==> src/design/keyed_stock_table_macros.svh <==
// Assertion macros for the keyed stock table datapath.
// Define NO_ASSERTIONS to compile them out.
`ifndef KEYED_STOCK_TABLE_MACROS_SVH
`define KEYED_STOCK_TABLE_MACROS_SVH

`ifndef NO_ASSERTIONS

// The consequent must hold in the same cycle as the antecedent.
`define KST_ASSERT_IMP(label, clk, rst, ante, cons, msg) \
   label: assert property (@(posedge clk) disable iff (rst) (ante) |-> (cons)) \
      else $error(msg);

// The consequent must hold in the cycle after the antecedent.
`define KST_ASSERT_NEXT(label, clk, rst, ante, cons, msg) \
   label: assert property (@(posedge clk) disable iff (rst) (ante) |=> (cons)) \
      else $error(msg);

`else

`define KST_ASSERT_IMP(label, clk, rst, ante, cons, msg)
`define KST_ASSERT_NEXT(label, clk, rst, ante, cons, msg)

`endif

`endif

==> src/design/kst_pkg.sv <==
package kst_pkg;

   localparam int OP_W  = 2;
   localparam int KEY_W = 31;
   localparam int ST_W  = 3;

   // Operation codes.
   localparam logic [OP_W-1:0] OP_INSERT = 2'd0;
   localparam logic [OP_W-1:0] OP_LOOKUP = 2'd1;
   localparam logic [OP_W-1:0] OP_ORDER  = 2'd2;

   // Status codes.
   localparam logic [ST_W-1:0] ST_OK    = 3'd0;
   localparam logic [ST_W-1:0] ST_DUP   = 3'd1;
   localparam logic [ST_W-1:0] ST_FULL  = 3'd2;
   localparam logic [ST_W-1:0] ST_MISS  = 3'd3;
   localparam logic [ST_W-1:0] ST_SHORT = 3'd4;
   localparam logic [ST_W-1:0] ST_BADQ  = 3'd5;

   // The bucket remainder comes out of a four stage reciprocal multiply.
   localparam int HASH_STEPS = 4;
   localparam int HASH_CNT_W = $clog2(HASH_STEPS);

   typedef struct packed {
      logic [OP_W-1:0]  op;
      logic [KEY_W-1:0] item_id;
      logic [KEY_W-1:0] price;
      logic [KEY_W-1:0] stock;
      logic [KEY_W-1:0] quantity;
   } kst_req_type;

   typedef struct packed {
      logic [ST_W-1:0]  status;
      logic [KEY_W-1:0] found_price;
      logic [KEY_W-1:0] stock_now;
   } kst_rsp_type;

   typedef struct packed {
      logic             valid;
      logic [KEY_W-1:0] key;
      logic [KEY_W-1:0] price;
      logic [KEY_W-1:0] stock;
   } kst_way_type;

   typedef struct packed {
      logic clear_we;
      logic load_req;
      logic hash_step;
      logic read_en;
      logic match_en;
      logic update_en;
      logic post_load;
   } kst_cmd_type;

   typedef struct packed {
      logic clear_last;
      logic rsp_free;
   } kst_sts_type;

endpackage

==> src/design/kst_ctrl.sv <==
module kst_ctrl
   import kst_pkg::*;
(
   input  logic        clock,
   input  logic        reset,
   input  logic        req_valid,
   output logic        req_ready,
   input  kst_sts_type sts,
   output kst_cmd_type cmd
);

   typedef enum logic [6:0] {
      S_CLEAR  = 7'b0000001,
      S_IDLE   = 7'b0000010,
      S_HASH   = 7'b0000100,
      S_READ   = 7'b0001000,
      S_MATCH  = 7'b0010000,
      S_UPDATE = 7'b0100000,
      S_POST   = 7'b1000000
   } kst_state_type;

   kst_state_type           state_ff, state_in;
   logic [HASH_CNT_W-1:0]   cnt_ff, cnt_in;

   always_comb begin
      state_in  = state_ff;
      cnt_in    = cnt_ff;
      cmd       = '0;
      req_ready = 1'b0;
      case (state_ff)
         S_CLEAR: begin
            cmd.clear_we = 1'b1;
            if (sts.clear_last) begin
               state_in = S_IDLE;
            end
         end
         S_IDLE: begin
            req_ready = 1'b1;
            if (req_valid) begin
               cmd.load_req = 1'b1;
               cnt_in       = '0;
               state_in     = S_HASH;
            end
         end
         S_HASH: begin
            cmd.hash_step = 1'b1;
            cnt_in        = cnt_ff + HASH_CNT_W'(1);
            if (cnt_ff == HASH_CNT_W'(HASH_STEPS - 1)) begin
               state_in = S_READ;
            end
         end
         S_READ: begin
            cmd.read_en = 1'b1;
            state_in    = S_MATCH;
         end
         S_MATCH: begin
            cmd.match_en = 1'b1;
            state_in     = S_UPDATE;
         end
         S_UPDATE: begin
            cmd.update_en = 1'b1;
            state_in      = S_POST;
         end
         S_POST: begin
            if (sts.rsp_free) begin
               cmd.post_load = 1'b1;
               state_in      = S_IDLE;
            end
         end
         default: begin
            state_in = S_IDLE;
         end
      endcase
   end

   always_ff @(posedge clock) begin
      if (reset) begin
         state_ff <= S_CLEAR;
         cnt_ff   <= '0;
      end else begin
         state_ff <= state_in;
         cnt_ff   <= cnt_in;
      end
   end

endmodule

==> config.mk <==
export PLATFORM = sky130hd
export DESIGN_NAME = kst_ctrl
export DESIGN_NICKNAME = d
export VERILOG_FILES = /design/src/design/keyed_stock_table_macros.svh /design/src/design/kst_pkg.sv /design/src/design/kst_ctrl.sv
export SDC_FILE = /design/constraint.sdc
export NUM_CORES = 1
export LEC_CHECK = 0
export BUFFER_PORTS_ARGS = -buffer_cell sky130_fd_sc_hd__buf_2
export CELL_PAD_IN_SITES_DETAIL_PLACEMENT = 1
export CELL_PAD_IN_SITES_GLOBAL_PLACEMENT = 1
export CORE_UTILIZATION = 37
export CTS_BUF_LIST = sky130_fd_sc_hd__clkbuf_16
export DETAILED_ROUTE_END_ITERATION = 6
export HOLD_SLACK_MARGIN = 0.08
export PLACE_DENSITY_LB_ADDON = 0.1
export SYNTH_ARGS = -nofsm -noshare
export SYNTH_HDL_FRONTEND = slang
export SYNTH_SLANG_ARGS = --single-unit
==> constraint.sdc <==
create_clock -name clock -period 2.5 [get_ports clock]
set_input_delay 0.375 -clock clock [delete_from_list [all_inputs] [get_ports clock]]
set_output_delay 0.375 -clock clock [all_outputs]
set_load 0.01 [all_outputs]
# After elaboration in Yosys (flattened, before gate mapping)
# Index checks and enable logic that the tools add are counted.
[classes] reduce_logical=3 addsub=1 mux=17 eq_ne=12
[ops] operator="$pmux W7 S7" n=1
[ops] operator="$mux W7" n=4
[ops] operator="$mux W1" n=10
[ops] operator="$ne A2 B2 Y1 const B" n=4
[ops] operator="$eq A7 B1 Y1 const B" n=1
[ops] operator="$eq A7 B2 Y1 const B" n=1
[ops] operator="$eq A7 B3 Y1 const B" n=1
[ops] operator="$eq A7 B4 Y1 const B" n=1
[ops] operator="$eq A7 B5 Y1 const B" n=1
[ops] operator="$eq A7 B6 Y1 const B" n=1
[ops] operator="$eq A7 B7 Y1 const B" n=1
[ops] operator="$pmux W2 S2" n=1
[ops] operator="$reduce_and A4 Y1" n=1
[ops] operator="$add A2 B1 Y2 const B" n=1
[ops] operator="$eq A2 B2 Y1 const B" n=1
[ops] operator="$mux W2" n=1
[ops] operator="$reduce_and A2 Y1" n=1
[ops] operator="$reduce_bool A2 Y1" n=1
[totals] output_inout_bits=8 ff_bits=9 input_bits=5 word_cells=35

# Depth between registers and ports, before layout
# Gate-level depths: netlist of the first run.
[depth] word_depth=3 mapped_depth=6 mapped_depth_nobuf=4

# Worst setup path before layout of the first run
# No wires, ideal clock.
[synth_timing] path_kind="reg2out" from="reg state_ff[6]" to="out cmd[6] (netlist bit)" path_slack_ns=0.510 required_time_ns=2.125 stages_incl_launch_ff=5 path_buffers=2 t_arrival_ns=1.615 path_cell_list="dfxtp_1 -> buf_6 -> or4_4 -> buf_6 -> nor4b_1"
[synth_lines] element="start, declared" line_no="kst_ctrl.sv:22" rtl="kst_state_type state_ff, state_in;"
[synth_lines] element="start signal, assigned" line_no="kst_ctrl.sv:81" rtl="state_ff <= state_in;"
[synth_lines] element="end, declared" line_no="kst_ctrl.sv:9" rtl="output kst_cmd_type cmd"

==> impl_results.md, run 1 <==
- CTS max path bufs: 2
- Syn Area/Cell: 8.39 um2
- DR pass1 iterations: 2
- Initial antenna violation count: 0
- Setup slack, reg-to-reg: around 0.63 ns
- Max-Cap Viols: 0
- Clk_lat worst skew: 0.23 ns
- H-tree depth: 1
- Top achievable clock speed: 465 MHz
- Nature of the critical path endpoint: primary output
- Postcts setup bufs: 0
- Post-synth top area cell: dfxtp_1
- Critical path launch point type: flip-flop
- Register area share after synthesis: 0.316
- Die height: 41.3 um
- Synth-to-layout area growth: 21.1%
- DR WL met2: roughly 580 um
- Layout Cells excl Fill: slightly above 90
- Initial DRC count: 4
- Ant. Diodes: 0
- Initial core utilization: 0.418
- Global-route wire length before repair: a little over 2000 um
- Nets: 85
- Fin. max-slew vios: 0
- IO Pins: 13
- Grt total ovfl: 0
- RR Endpoint: cnt_ff[0]
- Row count: 13
- Fin util: 0.505
- Vias/cell: 5.47
- Vias in the first global route: 434
- Clock slew at reported path FFs: 0.04 ns
- Largest cells by area after synthesis: dfxtp_1, nand3b_1, nor2_1
- Final ANT Viol Nets: 0
- Port-buffer cells: 12
- Fill cell total of the finished layout: 180
- Netlist cell types: 33
- Post-CTS Hold Fix Bufs: 0
- Clock skew: about 0.0030 ns
- Reg2reg path depth: 4
- Period utilization: 0.861
- P_leak: roughly 0.29 nW
- Hold path start: req_valid
- Metal1 wirelength: 653 um
- Worst VDD drop: 508 uV
- Mapped Nets: 74
- Share of the synthesized area in the top cell type: 0.316
- Seq cells post-synth: 9
- Multi-input logic area: 338 um2
- Cell Pwr Density: 686 nW/um2
- Post-Syn Area: 571 um2
- Root Buffer: clkbuf_16
- Setup WS pre-CTS: 0.584 ns
- Routed len/inst: 14.0 um
- Die X: between 40 and 50 um
- Clock sink total: 9
- Hold depth: 2
- TritonCTS clock tree: yes
- Final setup violation count: 0
- Worst Max-Slew Pin Slew: roughly 0.52 ns
- Reg-to-Reg Start: state_ff[6]
- Met3 wire length: 55 um
- Crit Path Class: reg -> out
- Post-synth ARST share: 0
- Number of CTS-inserted buffers: 3
- Critical path peak fanout: 8
- Worst hold-check slack: 0.399 ns
- Final Hold Viols: 0
- Worst Path Arrival: 1.78 ns
- Total Negative Setup Slacks: 0 ns
- Cell count after synthesis: 68
- RSZ-0062 raised after global routing: false
- DR DRC count: 0
- Status: completed
- Hold Crit Class: in -> reg
- Min Tclk post-route: 2.15 ns
- Post-CTS Resized: 0
- Final worst slack: 0.347 ns
- Ys flop type: dfxtp_1
- Total wire length: 1300 um
- GRT Overall Usage: 0.194
- Vias: between 500 and 600
- Final GP Congestion: 0.713
- Reg area: 180 um2
- Slew headroom: 0.650
- Worst endpoint required time: 2.12 ns
- Share of layout cells above drive strength 1: 0.256
- Die area: between 1500 and 2000 um2
- HPWL after DPL: 949 um
- Hold EP: state_ff[1]
- Largest net degree at the start of global routing: 12
- Core Box Area: 1370 um2
- Highest routed layer: met4
- Cell count after placement: between 80 and 90
- Yosys Warn Count: 0
- Post-synth EDFFs: 0
how the worst max path moves through the flow:
stage                     slack (ns)      to         from  cells past startpoint
final                           0.35  cmd[6]  state_ff[6]                      3
after floorplan                 0.51  cmd[6]  state_ff[6]                      4
after detailed placement        0.58  cmd[6]  state_ff[6]                      3
after CTS                       0.34  cmd[6]  state_ff[6]                      3
after global routing            0.22  cmd[6]  state_ff[6]                      3
after global placement          0.60  cmd[6]  state_ff[6]                      3
flip-flops by register name (all words and copies together) (netlist names):
name,flops
state_ff,7
cnt_ff,2
power breakdown:
part	total, mW	internal, mW	switching [mW]
Clock	0.277	0.209	0.0683
Combinational	0.0390	0.0198	0.0192
Sequential	0.157	0.148	0.00898
metal layers:
metal | track usage | up-vias
met5 | 0 | -
met4 | 0.0484 | 0
met3 | 0.0978 | 2
met2 | 0.285 | 8
met1 | 0.250 | 231
li1 | - | 268
layout make-up:
type                       count  share of cell area
clock inverter                 1             0.00543
timing repair buffer          12              0.0870
sequential                     9               0.261
inverter                       4              0.0217
tap                           15              0.0272
multi-input combinational     49               0.489
clock buffer                   3               0.109
per-stage QoR:
step | cell area, um2 | total power [mW]
6_report | 691 | 0.473
5_1_grt | 691 | 0.493
4_1_cts | 691 | 0.481
3_5_place_dp | 612 | 0.199
3_3_place_gp | 612 | 0.199
2_1_floorplan | 571 | 0.185
placed cells by master (no fill, tap or decap), drive strengths merged, types with 2 or more instances in the layout:
cell / instances
nand3b: 4
dfxtp: 9
nor2: 8
nor4b: 2
a21oi: 2
or4: 2
nand2: 2
clkbuf: 3
or3b: 3
a2111oi: 2
nor3: 5
nand2b: 2
buf: 12
inv: 5
a21boi: 2
worst max-delay path, cell delays in order (launching register included):
cell and delay (ns):
dfxtp_1 0.36, or4_4 0.62, nor4b_1 0.37, buf_2 0.20
cells by family after synthesis:
kind of cell,synth area share
AND/OR/NAND/NOR,0.401
AO/OA/AOI/OAI,0.136
buffers and inverters,0.0921
flip-flops,0.316
XOR/XNOR,0.0154
multiplexers,0.0175
adder cells (fa/ha/maj),0.0219
cell usage after synthesis (all sizes together) (2+ instances only):
cell	instances
a2111oi	2
a21boi	2
a21oi	2
buf	2
clkbuf	4
dfxtp	9
inv	4
nand2	2
nand2b	2
nand3b	4
nor2	8
nor3	5
nor4b	2
or3b	3
or4	2
Power figures use the tool's default switching activity.
==> run 2: changes to the inputs <==
--- a/config.mk
+++ b/config.mk
@@ -5,14 +5,16 @@
 export SDC_FILE = /design/constraint.sdc
 export NUM_CORES = 1
 export LEC_CHECK = 0
+export ABC_AREA = 1
 export BUFFER_PORTS_ARGS = -buffer_cell sky130_fd_sc_hd__buf_2
 export CELL_PAD_IN_SITES_DETAIL_PLACEMENT = 1
 export CELL_PAD_IN_SITES_GLOBAL_PLACEMENT = 1
-export CORE_UTILIZATION = 37
+export CORE_UTILIZATION = 34
 export CTS_BUF_LIST = sky130_fd_sc_hd__clkbuf_16
 export DETAILED_ROUTE_END_ITERATION = 6
 export HOLD_SLACK_MARGIN = 0.08
 export PLACE_DENSITY_LB_ADDON = 0.1
+export RECOVER_POWER = 25
 export SYNTH_ARGS = -nofsm -noshare
 export SYNTH_HDL_FRONTEND = slang
 export SYNTH_SLANG_ARGS = --single-unit
==> run 2 against run 1 <==
Design area down 0.18%. Fmax rose by 13%. Sequential power up 16%. Clock-buffer cell count stayed put. Via count up 5.9%. Worst hold slack got worse by 0.017 ns. Clock power grew 2%. Total power rose by 42%. Register-to-register slack better by 0.38 ns. Sequential share of layout area about the same. Wire length increased by 3.0%. Largest cell class unchanged. Highest routed layer unchanged.
==> impl_results.md, run 2 <==
- Status: completed
- TritonCTS clock tree: yes
- Post-synth top area cell: dfxtp_1
- GRT Overall Usage: 0.178
- Final setup violation count: 0
- DR pass1 iterations: 4
- Routed len/inst: 11.7 um
- CP endpoint: cmd[5]
- Post-synth ARST share: 0
- Initial antenna violation count: 0
- Root Buffer: clkbuf_16
- Clock skew: 0.00288 ns
- DP Area: just over 600 um2
- IO Pins: 13
- Reg2reg path depth: 8
- Largest net degree at the start of global routing: 7
- Most frequent cells in the layout: nand2_1, inv_1, nor2_1, buf_2, dfxtp_1
- Share of the synthesized area in the top cell type: 0.333
- P_leak: 0.418 nW
- Syn Area/Cell: 6.59 um2
- Cell with the most instances after synthesis: nand2_1
- Largest Register: state_ff
- Synth cell count leaders: nand2_1, inv_1, nor2_1, dfxtp_1, inv_2
- Vias: ~540
- Critical path launch point type: flip-flop
- Cell count after synthesis: 82
- Initial DRC count: 4
- Total wire length: between 1000 and 1500 um
- Final GP Congestion: slightly below 0.8
- Final ANT Viol Nets: 0
- Critical Path Source: state_ff[6]
- Ys flop type: dfxtp_1
- Critical path peak fanout: 6
- Yosys Warn Count: 0
- Register area share after synthesis: 0.333
- Post-synth EDFFs: 0
- Nature of the critical path endpoint: primary output
- Global-route wire length before repair: between 2000 and 2500 um
- Setup slack, reg-to-reg: between 1 and 1.5 ns
- Grt total ovfl: 0
- Worst Path Arrival: roughly 1.5 ns
- Row count: 14
- Post-CTS Resized: 0
- Clock slew at reported path FFs: 0.04 ns
- Slew headroom: 0.713
- Post-CTS Hold Fix Bufs: 0
- Clk_lat worst skew: ~0.24 ns
- Postcts setup bufs: 0
- Reg-to-Reg Start: state_ff[6]
- Cell Pwr Density: 976 nW/um2
- Total Negative Setup Slacks: 0 ns
- Ant. Diodes: 0
- Seq cells post-synth: 9
- Worst Max-Slew Pin Slew: 0.430 ns
- Fin. max-slew vios: 0
- Synth-to-layout area growth: 27.5%
- Hold Crit Class: in -> reg
- Most common cell after layout, fill and taps aside: nand2_1
- Clock sink total: 9
- Largest cells by area after synthesis: dfxtp_1, nand2_1, inv_1
- Largest regs: state_ff: 7 flops, cnt_ff: 2 flops
- Top achievable clock speed: 527 MHz
- DR DRC count: 0
- Number of CTS-inserted buffers: 3
- Die height: 41.9 um
- RR Endpoint: state_ff[6]
- Max FFs per register: 7
- Die area: 1750 um2
- Vias in the first global route: 520
- Port-buffer cells: 12
- Share of layout cells above drive strength 1: 0.276
- Post-Syn Area: 541 um2
- HPWL after DPL: 1060 um
- Core Box Area: 1490 um2
- CTS max path bufs: 2
- Design area: 689 um2
- RSZ-0062 raised after global routing: false
- Worst VDD drop: 530 uV
- Netlist cell types: 18
- Initial core utilization: 0.363
- Nets: 105
- Worst endpoint required time: ~2.1 ns
- Max-Cap Viols: 0
- H-tree depth: 1
- Period utilization: 0.759
- Vias/cell: 4.73
- Die X: 41.9 um
- Mapped Nets: between 80 and 90
- Final Hold Viols: 0
- Crit Path Class: reg -> out
- Min Tclk post-route: between 1.5 and 2 ns
-- run 2: cell count changes in the layout (fill, tap and decap cells not counted), moves of 3 or more --
cell     previous run  this run
nand2_1             2        20
inv_1               5        14
nor2_1              8        13
inv_2               0         4
nand2_2             0         3
nand3_1             1         4
or3b_2              3         0
-- run 2: per-stage QoR --
step	std cells	hold WS [ns]	util	power (mW)	worst slack (ns)
finish	114	0.382	0.463	0.673	0.602
global route	114	0.396	0.463	0.712	0.460
CTS	114	0.384	0.470	0.689	0.831
detailed placement	110	0.481	0.417	0.402	1.08
global placement	110	0.484	0.417	0.398	1.10
floorplan	82	0.444	-	0.347	1.20
-- run 2: worst min-delay path by stage --
stage                          from     endpoint  slack, ns  cells past startpoint
after floorplan               reset    cnt_ff[1]       0.44                      1
after global placement    cnt_ff[1]    cnt_ff[1]       0.48                      2
after detailed placement  cnt_ff[1]    cnt_ff[1]       0.48                      2
after CTS                     reset  state_ff[1]       0.38                      2
after global routing          reset  state_ff[1]       0.40                      2
final                         reset  state_ff[1]       0.38                      2
-- run 2: cells by family after synthesis --
| group | share of synthesized area |
|---|---|
| simple gates | 0.479 |
| buf+inv | 0.118 |
| flops | 0.333 |
| compound gates | 0.0463 |
| fa+ha+maj | 0.0231 |
-- run 2: report_power, final --
part           internal [mW]  total, mW  switching, mW
sequential             0.167      0.182         0.0159
combinational         0.0712      0.209          0.138
clock                  0.209      0.282         0.0726
-- run 2: area by class of cell --
| class | instances | area, um2 |
|---|---|---|
| multi-input combinational | 56 | 287 |
| timing repair buffer | 12 | 60.1 |
| tap | 16 | 20.0 |
| fill | 216 | 800 |
| clock buffer | 3 | 75.1 |
| sequential | 9 | 180 |
| clock inverter | 1 | 3.75 |
| inverter | 17 | 63.8 |
-- run 2: critical path, cell delays in order, from the launching register on --
cell,delay (ns)
dfxtp_1,0.33
inv_1,0.10
nand2_4,0.06
nor2_1,0.34
nand2_1,0.13
inv_1,0.10
nand2_1,0.07
inv_1,0.05
buf_2,0.11
-- run 2: routing by layer --
| layer | track usage | up-vias | routed length [um] |
|---|---|---|---|
| met5 | 0 | - | 0 |
| met4 | 0.0968 | 0 | 25 |
| met3 | 0.0391 | 4 | 42 |
| met2 | 0.288 | 10 | 607 |
| met1 | 0.217 | 240 | 662 |
| li1 | - | 285 | - |
